$ cat config.mk
export PLATFORM = sky130hd
export DESIGN_NAME = rat_ctrl
export DESIGN_NICKNAME = d
export VERILOG_FILES = /design/src/design/rat_pkg.sv /design/src/design/rat_ctrl.sv
export SDC_FILE = /design/constraint.sdc
export NUM_CORES = 1
export LEC_CHECK = 0
export BUFFER_PORTS_ARGS = -buffer_cell sky130_fd_sc_hd__buf_4
export CAP_MARGIN = 10
export CORE_MARGIN = 10
export CORE_UTILIZATION = 33
export DETAILED_ROUTE_END_ITERATION = 10
export GPL_ROUTABILITY_DRIVEN = 0
export PLACE_DENSITY = 0.57
export RECOVER_POWER = 25
export SYNTH_ARGS = -nofsm -noshare
export SYNTH_HDL_FRONTEND = slang
export SYNTH_SLANG_ARGS = --single-unit
$ cat constraint.sdc
create_clock -name clk -period 3.4 [get_ports clk]
set_input_delay 0.68 -clock clk [delete_from_list [all_inputs] [get_ports clk]]
set_output_delay 0.68 -clock clk [all_outputs]
set_load 0.02 [all_outputs]
$ cat src/design/rat_pkg.sv
// rat_pkg: shared types and constants of the relay autotuner
// no dependencies; compiled first

package rat_pkg;

  localparam int DW = 32;
  localparam int FB = 16;

  // smallest relay step and tick period, 1e-4 and 1e-3 in q16.16, rounded up
  localparam logic [30:0] H_MIN  = 31'((((64'd1) << FB) + 64'd9999) / 64'd10000);
  localparam logic [31:0] DT_MIN = 32'((((64'd1) << FB) + 64'd999) / 64'd1000);

  // pi in q30, rounded
  localparam logic [31:0] PI_P = 32'hC90FDAA2;

  // ceil(2^34 / 5): floor(x * RECIP5 / 2^34) equals floor(x / 5) for any 32-bit x
  localparam logic [31:0] RECIP5       = 32'hCCCCCCCD;
  localparam int          RECIP5_SHIFT = 34;

  localparam int KU_SHIFT = 3 + FB + (62 - DW);
  localparam int KI_SHIFT = FB + 1;
  localparam int KD_SHIFT = FB + 3;
  localparam int DIV_N    = 80;
  localparam int CNT_W    = $clog2(DIV_N);

  typedef enum logic [2:0] {
    REG_SETPOINT   = 3'd0,
    REG_HYST       = 3'd1,
    REG_RELAY_AMP  = 3'd2,
    REG_MV_BIAS    = 3'd3,
    REG_REQ_CYCLES = 3'd4,
    REG_SETTLE     = 3'd5,
    REG_MAX_TICKS  = 3'd6,
    REG_TICK_PER   = 3'd7
  } cfg_idx_t;

  typedef enum logic [3:0] {
    OP_NONE,
    OP_KU_MUL,
    OP_KU_LD,
    OP_PU_MUL,
    OP_PU_LD,
    OP_KP_MUL,
    OP_KP_ST,
    OP_KI_LD,
    OP_KD_MUL,
    OP_KD_ST,
    OP_DIV
  } op_t;

  typedef enum logic [1:0] {
    DST_KU,
    DST_PU,
    DST_KI
  } dest_t;

  typedef enum logic [13:0] {
    S_IDLE   = 14'b00000000000001,
    S_KU_MUL = 14'b00000000000010,
    S_KU_LD  = 14'b00000000000100,
    S_KU_DIV = 14'b00000000001000,
    S_PU_MUL = 14'b00000000010000,
    S_PU_LD  = 14'b00000000100000,
    S_PU_DIV = 14'b00000001000000,
    S_KP_MUL = 14'b00000010000000,
    S_KP_ST  = 14'b00000100000000,
    S_KI_LD  = 14'b00001000000000,
    S_KI_DIV = 14'b00010000000000,
    S_KD_MUL = 14'b00100000000000,
    S_KD_ST  = 14'b01000000000000,
    S_OUT    = 14'b10000000000000
  } state_t;

  typedef struct packed {
    logic tick;
    op_t  op;
    logic load_out;
  } cmd_t;

  typedef struct packed {
    logic latch_now;
    logic div_done;
  } sts_t;

endpackage

$ cat src/design/rat_ctrl.sv
// rat_ctrl: sequencer of the relay autotuner and result valid flag
// drives rat_dp through cmd_t, reads sts_t; uses rat_pkg

module rat_ctrl (
  input  logic          clk,
  input  logic          rst_n,
  input  logic          in_valid,
  output logic          in_ready,
  output logic          out_valid,
  input  logic          out_ready,
  input  rat_pkg::sts_t sts,
  output rat_pkg::cmd_t cmd
);
  import rat_pkg::*;

  state_t state_r, state_nxt;
  logic   out_valid_r, out_valid_nxt;
  logic   in_acc;

  assign in_ready = (state_r == S_IDLE) && (!out_valid_r || out_ready);
  assign in_acc   = in_valid && in_ready;

  always_comb begin
    state_nxt    = state_r;
    cmd.tick     = 1'b0;
    cmd.op       = OP_NONE;
    cmd.load_out = 1'b0;
    unique case (state_r)
      S_IDLE: begin
        if (in_acc) begin
          cmd.tick  = 1'b1;
          state_nxt = sts.latch_now ? S_KU_MUL : S_OUT;
        end
      end
      S_KU_MUL: begin cmd.op = OP_KU_MUL; state_nxt = S_KU_LD; end
      S_KU_LD:  begin cmd.op = OP_KU_LD;  state_nxt = S_KU_DIV; end
      S_KU_DIV: begin
        cmd.op = OP_DIV;
        if (sts.div_done) state_nxt = S_PU_MUL;
      end
      S_PU_MUL: begin cmd.op = OP_PU_MUL; state_nxt = S_PU_LD; end
      S_PU_LD:  begin cmd.op = OP_PU_LD;  state_nxt = S_PU_DIV; end
      S_PU_DIV: begin
        cmd.op = OP_DIV;
        if (sts.div_done) state_nxt = S_KP_MUL;
      end
      S_KP_MUL: begin cmd.op = OP_KP_MUL; state_nxt = S_KP_ST; end
      S_KP_ST:  begin cmd.op = OP_KP_ST;  state_nxt = S_KI_LD; end
      S_KI_LD:  begin cmd.op = OP_KI_LD;  state_nxt = S_KI_DIV; end
      S_KI_DIV: begin
        cmd.op = OP_DIV;
        if (sts.div_done) state_nxt = S_KD_MUL;
      end
      S_KD_MUL: begin cmd.op = OP_KD_MUL; state_nxt = S_KD_ST; end
      S_KD_ST:  begin cmd.op = OP_KD_ST;  state_nxt = S_OUT; end
      S_OUT: begin
        cmd.load_out = 1'b1;
        state_nxt    = S_IDLE;
      end
      default: state_nxt = S_IDLE;
    endcase
    out_valid_nxt = cmd.load_out ? 1'b1 : (out_ready ? 1'b0 : out_valid_r);
  end

  always_ff @(posedge clk) begin
    if (!rst_n) begin
      state_r     <= S_IDLE;
      out_valid_r <= 1'b0;
    end else begin
      state_r     <= state_nxt;
      out_valid_r <= out_valid_nxt;
    end
  end

  assign out_valid = out_valid_r;

  a_acc_leaves_idle: assert property (@(posedge clk) disable iff (!rst_n)
    in_acc |=> state_r != S_IDLE) else $error("accept did not leave idle");
  a_plain_tick_out: assert property (@(posedge clk) disable iff (!rst_n)
    in_acc && !sts.latch_now |=> state_r == S_OUT) else $error("plain tick skipped output");
  a_valid_from_out: assert property (@(posedge clk) disable iff (!rst_n)
    $rose(out_valid_r) |-> $past(state_r == S_OUT)) else $error("result raised outside output");
  a_no_overwrite: assert property (@(posedge clk) disable iff (!rst_n)
    state_r == S_OUT |-> !out_valid_r) else $error("result slot still full");

endmodule

==> results.cfg <==
[worst_hold_path]
hp-class = register to register
min_from = state_r[6]
holdPathStages = 2

[pwr]
leakage_nw = 0.387
cellPowerDensity_nw_per_um2 = 397
total_power_uw = 400
peakVddDrop_mv = 0.239

[synth]
synth_most_common_cell = dfxtp_1
synth-async-reset-ratio_pct = 0
ys_top_cells_by_count = 15 x dfxtp_1, 13 x nor2_1, 7 x nand2_1, 7 x o21ai_0
synth_warnings = 0
synthXorXnorAreaFrac_pct = 5.93
netlist_instances = 108
yosys_register_bits = 15
yosys.area.top_type = dfxtp_1
yosys.area_share.simple_pct = 41.5
ys.flop_type = dfxtp_1
synthesis.nets = 114
yosysSeqAreaShare_pct = 33.9
synth_top_family_by_area = simple AND/OR/NAND/NOR gates
synth_compound_area_share_pct = 13.8
syn-cell-area_um2 = 886
synthTopCellsByArea = dfxtp_1 34%, nor2_1 5.5%, xor2_1 4.9%
muxShareOfSynthArea_pct = 0
synth.distinct_cells = 34
synth_fa_ha_area_share_pct = 0
syn_avg_cell_area_um2 = 8.20
synth-edff-count = 0
yosys.area.top_type_share_pct = 33.9

[sta]
tightest_slew_ns = 0.405
timing.final.crit_share_pct = 85.8
rsz0062_at_grt = false
fin_setup_tns_ns = 0
fin_ws_ns = 0.482
max_freq_mhz = 343
whs_ns = 0.546
period_needed_ns = 2.92
finalHoldViolations = 0
skew_ns = 0.0119
slew_violations = 0
setup_viol_count_final = 0
relSlewSlack_pct = 72.8

[global_routing]
grt_max_degree = 11
track_usage_pct = 9.07
first_global_vias = 817
antenna_found_initial = 0
grt-ovfl-total = 0
grt_pass1_wl_mm = 3.86

[routing]
routedWlPerCell_um = 15.2
drt_wl_total_mm = 2.26
drt_iter0_drc = 64
drc = 0
post_drt_via_cell_ratio = 5.70
ant_nets = 0
first_pass_iters = 4
vias = 849

[cells_and_area]
drive_above_1_share_pct = 16.8
syn_to_final_growth_pct = 13.8
fin_nets = 126
diodes = 0
utilization_pct = 40.0

[clocking]
cts.clk_slew.worst_paths_ns = 0.08
postCtsHoldBufs = 0
clock_latency_ns = 0.29
postCtsSetupBuffers = 0
cts_tree = done
clock-sinks = 15
cts_resized = 0
htree_levels = 1
clockBufferDepth = 2
cts-buffers-inserted = 3
cts_root_buf = clkbuf_4

[setup_path]
cp-end-kind = output port
crit_type = register to output port
crit_required_ns = 2.72
crit_fanout = 10
reg2reg_depth = 5
reg2reg_from = state_r[8]
crit_arrival_ns = 2.24
setup.worst_path.start = state_r[4]
r2r_slack_ns = 1.25
cp-start-kind = register

[outcome]
status = completed

[floorplanning]
io_pins = 14
die_area_um2 = 5160
die_h_um = 71.8
initial_core_util_pct = 35.1
die_w_um = 71.8
rows = 18
coreArea_um2 = 2520

[run]
cap_viol_max_count = 0

[place]
dp_hpwl_mm = 1.71
io_buffers = 13
dp_slack_ns = 0.802
final timing paths:
kind,to
worst max-delay path,cmd[1]
worst min-delay path,state_r[7]
worst max register to register,state_r[8]
worst min register to register,state_r[7]
per-stage QoR:
step,area [um^2],std cells
6_report,1010,149
4_1_cts,1010,149
5_1_grt,1010,149
2_1_floorplan,886,108
3_5_place_dp,986,145
3_3_place_gp,986,145
cell usage in the layout, fill, tap and decap left out, types with 2 or more instances in the layout:
cell type  instances
clkbuf_4           3
xor2_1             5
nand2_1            7
o311ai_0           2
nand4b_1           4
nor4b_1            2
dfxtp_1           15
nand2b_1           5
buf_4             12
nand3_1            2
a21boi_0           2
nor4_1             4
a21oi_1            5
o21ai_0            7
nand4_1            5
nor2_1            13
or3b_1             2
clkbuf_1           2
inv_1              2
nor3_1             5
state kept, by name, indices dropped and copies added (netlist names):
register and cells:
state_r 14, out_valid 1
report_power, final:
group          switching (mW)  internal (mW)  total (mW)
clock network          0.0594         0.0456       0.105
registers              0.0109          0.181       0.192
logic                  0.0613         0.0416       0.103
total                   0.132          0.268       0.400
critical path: stages, from the launching register on:
cell,delay [ns]
dfxtp_1,0.40
nor3_1,0.41
and3b_1,0.31
nand3_1,0.12
or3b_1,0.41
o311ai_0,0.11
buf_4,0.21
layout make-up:
cell class | count | area [um^2]
clock buffers | 4 | 26.3
fillers | 280 | 1510
inverters | 2 | 7.51
multi-input cells | 85 | 543
flip-flops and latches | 15 | 300
well taps | 30 | 37.5
repair buffers | 13 | 93.8
layer usage:
layer	wire length [um]	global-route usage [%]
met2	926	12.7
met1	1070	11.4
met5	0	0
met3	231	5.10
met4	29	2.58
cells by family (layout without fill, tap and decap cells):
kind of cell,count (synthesis),after routing
AO/OA/AOI/OAI,20,20
flip-flops,15,15
XOR/XNOR,6,6
buffers and inverters,8,19
AND/OR/NAND/NOR,59,59
Note: power is estimated with default switching activity, not from simulation.
